`src/sv/rcn_pkg.sv`:
```
package rcn_pkg;

  // Widths fixed by the item fields.
  localparam int unsigned RAW_W  = 12;
  localparam int unsigned CH_W   = 5;
  localparam int unsigned NORM_W = 16;
  // Magnitude bits below full scale, one quotient bit per divider step.
  localparam int unsigned MAG_W  = 15;
  // Signed working width for trim, dead zone and divisor arithmetic.
  localparam int unsigned SW_W   = 14;
  localparam int unsigned CNT_W  = 4;

  localparam logic [CH_W-1:0] MIN_CHANNELS = 5'd4;
  localparam logic [MAG_W-1:0] Q15_MAX     = 15'h7fff;

  // Configuration register indexes.
  localparam logic CFG_FS_THRESHOLD = 1'b0;
  localparam logic CFG_FS_CHANNEL   = 1'b1;

  typedef enum logic [2:0] {
    S_IDLE,
    S_CLAMP,
    S_SPLIT,
    S_START,
    S_WAIT
  } state_e;

  // Per-item frame status, settled when the item is taken.
  typedef struct packed {
    logic chan_valid;
    logic sig_lost;
  } frame_info_t;

endpackage

```
`src/sv/rcn_frame.sv`:
```
module rcn_frame import rcn_pkg::*; #(
  parameter int unsigned MAX_CHANNELS = 18
) (
  input  logic              clk_i,
  input  logic              rst_ni,
  input  logic              accept_i,
  input  logic [CH_W-1:0]   channel_i,
  input  logic [RAW_W-1:0]  raw_value_i,
  input  logic [RAW_W-1:0]  cal_min_i,
  input  logic [RAW_W-1:0]  cal_max_i,
  input  logic              link_lost_i,
  input  logic              receiver_failsafe_i,
  input  logic [CH_W-1:0]   channel_count_i,
  input  logic              frame_end_i,
  input  logic [RAW_W-1:0]  fs_threshold_i,
  input  logic [CH_W-1:0]   fs_channel_i,
  output frame_info_t       info_o
);

  localparam logic [CH_W:0] MaxCh = (CH_W+1)'(MAX_CHANNELS);

  logic          tripped_q, tripped_d;
  logic [CH_W:0] limit;
  logic          trip, tripped_now;

  always_comb begin
    limit = ({1'b0, channel_count_i} < MaxCh) ? {1'b0, channel_count_i} : MaxCh;
    info_o.chan_valid = {1'b0, channel_i} < limit;
    // The check compares the unclamped pulse with a threshold outside the calibrated limits.
    trip = (fs_threshold_i != '0) && (channel_i == fs_channel_i) &&
           (((fs_threshold_i < cal_min_i) && (raw_value_i < fs_threshold_i)) ||
            ((fs_threshold_i > cal_max_i) && (raw_value_i > fs_threshold_i)));
    tripped_now = tripped_q | trip;
    info_o.sig_lost = frame_end_i &
                      (link_lost_i | receiver_failsafe_i |
                       (channel_count_i < MIN_CHANNELS) | tripped_now);
    tripped_d = tripped_q;
    if (accept_i) begin
      tripped_d = frame_end_i ? 1'b0 : tripped_now;
    end
  end

  always_ff @(posedge clk_i or negedge rst_ni) begin
    if (!rst_ni) begin
      tripped_q <= 1'b0;
    end else begin
      tripped_q <= tripped_d;
    end
  end

endmodule

```
`src/sv/rcn_div.sv`:
```
module rcn_div import rcn_pkg::*; (
  input  logic              clk_i,
  input  logic              rst_ni,
  input  logic              start_i,
  input  logic              zero_i,
  input  logic [RAW_W-1:0]  num_i,
  input  logic [RAW_W-1:0]  den_i,
  output logic              done_o,
  output logic [MAG_W-1:0]  mag_o
);

  logic              busy_q, busy_d;
  logic              done_q, done_d;
  logic [CNT_W-1:0]  cnt_q, cnt_d;
  logic [RAW_W-1:0]  rem_q, rem_d;
  logic [RAW_W-1:0]  den_q, den_d;
  logic [MAG_W-1:0]  quo_q, quo_d;
  logic [RAW_W:0]    rem2, diff;

  always_comb begin
    busy_d = busy_q;
    done_d = done_q;
    cnt_d  = cnt_q;
    rem_d  = rem_q;
    den_d  = den_q;
    quo_d  = quo_q;
    rem2   = {rem_q, 1'b0};
    diff   = rem2 - {1'b0, den_q};
    if (start_i) begin
      den_d = den_i;
      rem_d = num_i;
      cnt_d = CNT_W'(MAG_W - 1);
      if (zero_i) begin
        quo_d  = '0;
        busy_d = 1'b0;
        done_d = 1'b1;
      end else if (num_i >= den_i) begin
        // A quotient of one or more saturates just below full scale.
        quo_d  = Q15_MAX;
        busy_d = 1'b0;
        done_d = 1'b1;
      end else begin
        quo_d  = '0;
        busy_d = 1'b1;
        done_d = 1'b0;
      end
    end else if (busy_q) begin
      if (!diff[RAW_W]) begin
        rem_d = diff[RAW_W-1:0];
        quo_d = {quo_q[MAG_W-2:0], 1'b1};
      end else begin
        rem_d = rem2[RAW_W-1:0];
        quo_d = {quo_q[MAG_W-2:0], 1'b0};
      end
      if (cnt_q == '0) begin
        busy_d = 1'b0;
        done_d = 1'b1;
      end else begin
        cnt_d = cnt_q - 1'b1;
      end
    end
  end

  always_ff @(posedge clk_i or negedge rst_ni) begin
    if (!rst_ni) begin
      busy_q <= 1'b0;
      done_q <= 1'b0;
      cnt_q  <= '0;
    end else begin
      busy_q <= busy_d;
      done_q <= done_d;
      cnt_q  <= cnt_d;
    end
  end

  always_ff @(posedge clk_i) begin
    rem_q <= rem_d;
    den_q <= den_d;
    quo_q <= quo_d;
  end

  assign done_o = done_q;
  assign mag_o  = quo_q;

  a_busy_done_excl: assert property (@(posedge clk_i) disable iff (!rst_ni)
    !(busy_q && done_q))
    else $error("divider busy and done together");

  a_last_step_done: assert property (@(posedge clk_i) disable iff (!rst_ni)
    busy_q && (cnt_q == '0) && !start_i |=> done_q)
    else $error("divider did not finish after its last step");

  a_result_held: assert property (@(posedge clk_i) disable iff (!rst_ni)
    done_q && !start_i |=> done_q && $stable(quo_q))
    else $error("divider result changed before the next start");

endmodule

```
`src/sv/rc_channel_normalizer.sv`:
```
// Channel     Direction  Handshake              Payload
// in          input      in_valid_i/in_ready_o  channel, raw pulse, calibration, frame flags
// out         output     out_valid_o/out_ready_i channel_out, normalized, status flags
// cfg         input      cfg_valid_i/cfg_ready_o cfg_index_i, cfg_data_i
//
// An item that needs division reaches the output register via the clamp and split
// preparation states, the start state, 15 radix-2 divider steps and a handover that waits
// for output room. Items in the dead zone, invalid or saturating ones bypass the steps.
// The next item is taken in the cycle after the handover, even while the result waits.
// Reset is asynchronous, active low and clears the failsafe latch and control registers.
module rc_channel_normalizer import rcn_pkg::*; #(
  parameter int unsigned MAX_CHANNELS = 18
) (
  input  logic                     clk_i,
  input  logic                     rst_ni,
  input  logic                     in_valid_i,
  output logic                     in_ready_o,
  input  logic [CH_W-1:0]          channel_i,
  input  logic [RAW_W-1:0]         raw_value_i,
  input  logic [RAW_W-1:0]         cal_min_i,
  input  logic [RAW_W-1:0]         cal_max_i,
  input  logic [RAW_W-1:0]         cal_trim_i,
  input  logic [RAW_W-1:0]         dead_zone_i,
  input  logic                     reverse_i,
  input  logic                     link_lost_i,
  input  logic                     receiver_failsafe_i,
  input  logic [CH_W-1:0]          channel_count_i,
  input  logic                     frame_end_i,
  output logic                     out_valid_o,
  input  logic                     out_ready_i,
  output logic [CH_W-1:0]          channel_out_o,
  output logic signed [NORM_W-1:0] normalized_o,
  output logic                     channel_valid_o,
  output logic                     frame_lost_o,
  output logic                     frame_last_o,
  input  logic                     cfg_valid_i,
  output logic                     cfg_ready_o,
  input  logic                     cfg_index_i,
  input  logic [RAW_W-1:0]         cfg_data_i
);

  state_e state_q, state_d;

  // Configuration registers.
  logic [RAW_W-1:0] fs_thr_q;
  logic [CH_W-1:0]  fs_ch_q;

  // Item registers, loaded when the item is taken.
  logic [CH_W-1:0]  ch_q;
  logic [RAW_W-1:0] raw_q, lo_q, hi_q, trim_q, dz_q;
  logic             rev_q, last_q;
  frame_info_t      info_q, info;

  // Preparation registers.
  logic [RAW_W-1:0]       v_q, v_d;
  logic [RAW_W:0]         tdp_q, tdp_d;
  logic signed [SW_W-1:0] tdm_q, tdm_d;
  logic [RAW_W-1:0]       num_q, num_d, den_q, den_d;
  logic                   zero_q, zero_d, neg_q, neg_d;

  // Output register.
  logic                     out_valid_q, out_valid_d;
  logic [CH_W-1:0]          ch_out_q;
  logic signed [NORM_W-1:0] norm_q;
  logic                     cvalid_q, slost_q, flast_q;

  logic                   accept, load_out, out_room;
  logic                   div_start, div_done;
  logic [MAG_W-1:0]       div_mag;
  logic [RAW_W-1:0]       v_lo;
  logic                   above, below;
  logic signed [SW_W-1:0] v_s, lo_s, hi_s, tdp_s, den_s, num_s;
  logic [NORM_W-1:0]      mag_ext;

  assign accept      = in_valid_i && in_ready_o;
  assign cfg_ready_o = 1'b1;
  assign out_room    = !out_valid_q || out_ready_i;

  always_ff @(posedge clk_i or negedge rst_ni) begin
    if (!rst_ni) begin
      fs_thr_q <= '0;
      fs_ch_q  <= '0;
    end else if (cfg_valid_i) begin
      unique case (cfg_index_i)
        CFG_FS_THRESHOLD: fs_thr_q <= cfg_data_i;
        CFG_FS_CHANNEL:   fs_ch_q  <= cfg_data_i[CH_W-1:0];
        default:          fs_thr_q <= fs_thr_q;
      endcase
    end
  end

  // Channel limit and the frame's failsafe latch are settled at acceptance, in item order.
  rcn_frame #(
    .MAX_CHANNELS(MAX_CHANNELS)
  ) u_frame (
    .clk_i,
    .rst_ni,
    .accept_i            (accept),
    .channel_i,
    .raw_value_i,
    .cal_min_i,
    .cal_max_i,
    .link_lost_i,
    .receiver_failsafe_i,
    .channel_count_i,
    .frame_end_i,
    .fs_threshold_i      (fs_thr_q),
    .fs_channel_i        (fs_ch_q),
    .info_o              (info)
  );

  always_ff @(posedge clk_i) begin
    if (accept) begin
      ch_q   <= channel_i;
      raw_q  <= raw_value_i;
      lo_q   <= cal_min_i;
      hi_q   <= cal_max_i;
      trim_q <= cal_trim_i;
      dz_q   <= dead_zone_i;
      rev_q  <= reverse_i;
      last_q <= frame_end_i;
      info_q <= info;
    end
  end

  // First preparation cycle: clamp the pulse (minimum first, then maximum) and
  // form both edges of the dead zone.
  always_comb begin
    v_lo  = (raw_q < lo_q) ? lo_q : raw_q;
    v_d   = (v_lo > hi_q) ? hi_q : v_lo;
    tdp_d = {1'b0, trim_q} + {1'b0, dz_q};
    tdm_d = $signed({2'b00, trim_q}) - $signed({2'b00, dz_q});
  end

  // Second preparation cycle: pick the side of trim, its numerator and divisor.
  // Inside the dead zone, on an invalid channel or with a non-positive divisor the
  // magnitude is zero.
  always_comb begin
    v_s   = $signed({2'b00, v_q});
    lo_s  = $signed({2'b00, lo_q});
    hi_s  = $signed({2'b00, hi_q});
    tdp_s = $signed({1'b0, tdp_q});
    above = v_s > tdp_s;
    below = v_s < tdm_q;
    if (above) begin
      num_s = v_s - tdp_s;
      den_s = hi_s - tdp_s;
    end else begin
      num_s = tdm_q - v_s;
      den_s = tdm_q - lo_s;
    end
    num_d  = num_s[RAW_W-1:0];
    den_d  = den_s[RAW_W-1:0];
    zero_d = !info_q.chan_valid || !(above || below) || (den_s <= $signed(SW_W'(0)));
    neg_d  = below ^ rev_q;
  end

  always_ff @(posedge clk_i) begin
    if (state_q == S_CLAMP) begin
      v_q   <= v_d;
      tdp_q <= tdp_d;
      tdm_q <= tdm_d;
    end
    if (state_q == S_SPLIT) begin
      num_q  <= num_d;
      den_q  <= den_d;
      zero_q <= zero_d;
      neg_q  <= neg_d;
    end
  end

  rcn_div u_div (
    .clk_i,
    .rst_ni,
    .start_i (div_start),
    .zero_i  (zero_q),
    .num_i   (num_q),
    .den_i   (den_q),
    .done_o  (div_done),
    .mag_o   (div_mag)
  );

  always_comb begin
    state_d    = state_q;
    in_ready_o = 1'b0;
    div_start  = 1'b0;
    load_out   = 1'b0;
    unique case (state_q)
      S_IDLE: begin
        in_ready_o = 1'b1;
        if (in_valid_i) begin
          state_d = S_CLAMP;
        end
      end
      S_CLAMP: state_d = S_SPLIT;
      S_SPLIT: state_d = S_START;
      S_START: begin
        div_start = 1'b1;
        state_d   = S_WAIT;
      end
      S_WAIT: begin
        if (div_done && out_room) begin
          load_out = 1'b1;
          state_d  = S_IDLE;
        end
      end
      default: state_d = S_IDLE;
    endcase
  end

  always_ff @(posedge clk_i or negedge rst_ni) begin
    if (!rst_ni) begin
      state_q     <= S_IDLE;
      out_valid_q <= 1'b0;
    end else begin
      state_q     <= state_d;
      out_valid_q <= out_valid_d;
    end
  end

  always_comb begin
    out_valid_d = out_valid_q;
    if (load_out) begin
      out_valid_d = 1'b1;
    end else if (out_ready_i) begin
      out_valid_d = 1'b0;
    end
  end

  assign mag_ext = {1'b0, div_mag};

  always_ff @(posedge clk_i) begin
    if (load_out) begin
      ch_out_q <= ch_q;
      norm_q   <= neg_q ? $signed(-mag_ext) : $signed(mag_ext);
      cvalid_q <= info_q.chan_valid;
      slost_q  <= info_q.sig_lost;
      flast_q  <= last_q;
    end
  end

  assign out_valid_o     = out_valid_q;
  assign channel_out_o   = ch_out_q;
  assign normalized_o    = norm_q;
  assign channel_valid_o = cvalid_q;
  assign frame_lost_o    = slost_q;
  assign frame_last_o    = flast_q;

  a_accept_to_clamp: assert property (@(posedge clk_i) disable iff (!rst_ni)
    accept |=> state_q == S_CLAMP)
    else $error("taken item did not enter preparation");

  a_lost_only_last: assert property (@(posedge clk_i) disable iff (!rst_ni)
    out_valid_o && !frame_last_o |-> !frame_lost_o)
    else $error("frame loss reported outside a frame end");

  a_invalid_zero: assert property (@(posedge clk_i) disable iff (!rst_ni)
    out_valid_o && !channel_valid_o |-> normalized_o == '0)
    else $error("invalid channel gave a non-zero value");

  a_no_overwrite: assert property (@(posedge clk_i) disable iff (!rst_ni)
    out_valid_o && !out_ready_i |=> out_valid_o && $stable(channel_out_o) &&
      $stable(normalized_o) && $stable(frame_last_o))
    else $error("waiting result overwritten");

endmodule

```
`config.mk`:
```
export PLATFORM = sky130hd
export DESIGN_NAME = rc_channel_normalizer
export DESIGN_NICKNAME = d
export VERILOG_FILES = /design/src/sv/rcn_pkg.sv /design/src/sv/rcn_frame.sv /design/src/sv/rcn_div.sv /design/src/sv/rc_channel_normalizer.sv
export SDC_FILE = /design/constraint.sdc
export NUM_CORES = 1
export LEC_CHECK = 0
export ABC_AREA = 1
export BUFFER_PORTS_ARGS = -buffer_cell sky130_fd_sc_hd__buf_2
export CAP_MARGIN = 20
export CORE_ASPECT_RATIO = 1.75
export CORE_MARGIN = 10
export CORE_UTILIZATION = 60
export DETAILED_ROUTE_END_ITERATION = 6
export HOLD_SLACK_MARGIN = 0.03
export PLACE_DENSITY = 0.76
export SKIP_CTS_REPAIR_TIMING = 1
export SYNTH_ARGS = -nofsm -noshare
export SYNTH_HDL_FRONTEND = slang
export SYNTH_SLANG_ARGS = --single-unit
export TNS_END_PERCENT = 50
```
`constraint.sdc`:
```
create_clock -name clk_i -period 9.7 [get_ports clk_i]
set_input_delay 0.485 -clock clk_i [delete_from_list [all_inputs] [get_ports clk_i]]
set_output_delay 0.485 -clock clk_i [all_outputs]
set_load 0.01 [all_outputs]
```
==> out/qor.yml <==
outcome: "complete, but fails checks"
violations: "hold timing"
drtIter0Drc: 616
fp.dieArea_mm2: 0.0314
ys.flop_type: "edfxtp_1"
worstMarginPinSlew_ns: 0.991
final_max_slew_viol_count: 0
grtUsageTotal_pct: 22.8
critPathBufInv: 1
period_needed_ns: 3.84
path_cells: "inv_1 > ha_1 > a21oi_1 > o21ai_0 > nand3_1 > nand2_1 > nand2_1 > o21ai_0 > ha_1 > a21oi_1 > o31ai_1 > nand3_1 > o2111ai_1 > nand2_1 > nor2_1 > a21oi_1"
path_max_fanout: 24
cp-startpoint: "lo_q[1]$_DFFE_PP_"
pre_cts_slack_ns: 5.91
wl_per_cell_um: 17.6
r2r_end: "v_q[0]$_DFFE_PP_"
end_kind: "flop"
grt.overflow.total: 0
slowest_stage: "nand2_1"
arrival_ns: 4.09
hold_viol_final: 4
syn_area_mm2: 0.0147
max_stage_delay_ns: 0.43
min_period_over_period_pct: 39.6
grt_pass1_wl_mm: 57.7
diodes: 0
row_count: 75
cts_tree: "done"
via_count: 11400
hpwlAfterDp_mm: 30.3
cts-buffers-inserted: 21
final_nets: 2044
max-slew-margin-rel_pct: 33.9
viasPerCell: 5.44
clock-root-buffer: "clkbuf_16"
first_pass_iters: 6
drive_gt1_share_pct: 10.3
crit_family: "simple AND/OR/NAND/NOR gates"
clock_latency_ns: 0.53
grt_pass1_vias: 11500
drt_wl_total_mm: 37.0
setup_viol: 0
port_buffers: 117
synthDistinctLibCells: 48
hold_class: "primary input to asynchronous set/reset pin"
ant_nets: 0
whs_ns: -0.00315
die_w_um: 138
drc_errors: 0
cap_violations: 0
cts_max_path_buffers: 3
async_reset_ff_share_pct: 12.6
synth_sequential_area_ratio_pct: 44.7
yosysWarnings: 0
p_per_area_mw_per_mm2: 126
p_leak_nw: 7.90
synth_edf_count: 195
setup_ws_ns: 5.86
syn_area_per_cell_um2: 8.85
startpoint_type: "flop"
rsz0062_at_grt: "no"
r2r_cells: 16
peakVddDrop_mv: 0.167
ctsHtreeMaxLevel: 1
die_h_um: 227
r2r_slack_ns: 5.86
io_pins: 119
required_ns: 9.95
syn_nets: 1925
grt_start_max_net_pins: 72
tns_ns: 0
r2r_start: "lo_q[1]$_DFFE_PP_"
area_delta_synth_final_pct: 11.4
core_area_mm2: 0.0240
fillerInstances: 1995
crit_type: "flop to flop"
synth_cells: 1657
cts_sinks: 223
gp_congestion: 0.941
timing.fmax_ghz: 0.260
finalClockSkew_ns: 0.0135
antenna_found_initial: 0
path_clk_slew_ns: 0.07
synth.ff_latch_count: 223
initial_core_util_pct: 61.1
area by class of cell:
class / instances / area (um2) / area share [%]
repair buffers: 123 / 658 / 4.03
multi-input cells: 1107 / 6860 / 42.0
clock inverters: 17 / 224 / 1.37
inverters: 300 / 1130 / 6.89
clock buffers: 21 / 526 / 3.22
well taps: 308 / 385 / 2.36
flip-flops and latches: 223 / 6560 / 40.1
state kept, by name, summed over array words and instances (netlist names), 12 cells and up:
register and cells:
dz_q 12, tdm_q 12, tdp_q 13, raw_q 12, u_div.den_q 12, trim_q 12
hi_q 12, u_div.mag_o 15, den_q 12, u_div.rem_q 12, fs_thr_q 12, lo_q 12
v_q 12, normalized_o 16, num_q 12
logic make-up (layout without fill, tap and decap cells):
kind of cell	Yosys count	in the layout	share of synthesized area (%)
flops	223	223	44.7
xor+xnor	66	66	3.94
mux	1	1	0.0682
simple gates	588	588	17.0
fa+ha+maj	176	176	15.4
compound gates	275	275	10.3
buf+inv	327	461	8.68
other cells	1	1	0.0256
power breakdown:
group	total, mW	switching (mW)	internal, mW
clock	0.902	0.369	0.533
combinational	0.101	0.0564	0.0450
sequential	1.05	0.0113	1.04
total	2.06	0.436	1.62
synth_stat cells (all sizes together) (8+ instances only):
library cell  instances  area share (%)
buf                   8            0.52
xor2                 52             3.1
a31oi                12            0.51
ha                  169              14
nand2               355             9.2
clkbuf               19            0.49
nand4                22            0.94
inv                 299             7.7
o211ai                9            0.46
a21oi               117             4.0
nand3                73             2.6
o21ai               105             3.6
dfrtp                28             4.8
xnor2                14            0.84
nor3                 25            0.89
nor2                 96             2.6
edfxtp              195              40
worst register-to-register path, stage by stage, from the launching register on:
cell,delay (ns)
edfxtp_1,0.35
inv_1,0.15
ha_1,0.27
a21oi_1,0.22
o21ai_0,0.15
nand3_1,0.09
nand2_1,0.40
nand2_1,0.16
o21ai_0,0.13
ha_1,0.35
a21oi_1,0.09
o31ai_1,0.29
nand3_1,0.12
o2111ai_1,0.10
nand2_1,0.43
nor2_1,0.23
a21oi_1,0.06
worst max path at each step:
stage                     cells past startpoint  slack (ns)                  end
after global routing                         16        5.43     v_q[2]$_DFFE_PP_
after CTS                                    16        5.84     v_q[0]$_DFFE_PP_
after global placement                       15        6.07     v_q[0]$_DFFE_PP_
final                                        16        5.86     v_q[0]$_DFFE_PP_
after detailed placement                     15        5.91     v_q[0]$_DFFE_PP_
after floorplan                               1        6.19  tdm_q[10]$_DFFE_PP_
cell usage in the layout, fill, tap and decap left out, types with 4 or more instances in the layout:
cell	instances
a21o_1	6
o21bai_1	5
a31oi_1	12
nand4_1	22
nand3_1	71
fa_1	7
buf_2	117
dfrtp_1	28
o2111ai_1	4
nand3b_1	4
nor3_1	23
nor4_1	5
or2_2	6
edfxtp_1	195
nand2_1	350
o21ai_1	5
o31ai_1	6
nor2_1	91
a21oi_1	117
xnor2_1	14
clkbuf_16	21
buf_4	4
xor2_1	51
bufinv_16	5
o21ai_0	99
inv_1	296
ha_1	169
clkinv_2	4
o211ai_1	9
clkinv_1	4
metal layers:
metal,part of all wire [%],GRT usage (%),wire length [um]
met1,34,21.0,12600
met5,0,0,0
met4,7.0,15.7,2590
met3,3.2,2.39,1180
met2,56,45.4,20700
metrics by stage:
| step | cell area (um2) | total power, mW | hold WS [ns] | std cells | util (%) |
|---|---|---|---|---|---|
| after global placement | 15500 | 1.17 | 0.403 | 2059 | 64.7 |
| after global routing | 16300 | 2.12 | 0.0323 | 2099 | 68.0 |
| after detailed placement | 15500 | 1.17 | 0.408 | 2059 | 64.7 |
| after CTS | 16300 | 2.07 | 0.00457 | 2097 | 67.8 |
| after floorplan | 14700 | 1.13 | 0.189 | 1657 | - |
| final | 16300 | 2.06 | -0.00315 | 2099 | 68.0 |
(Power assumes the default switching activity.)
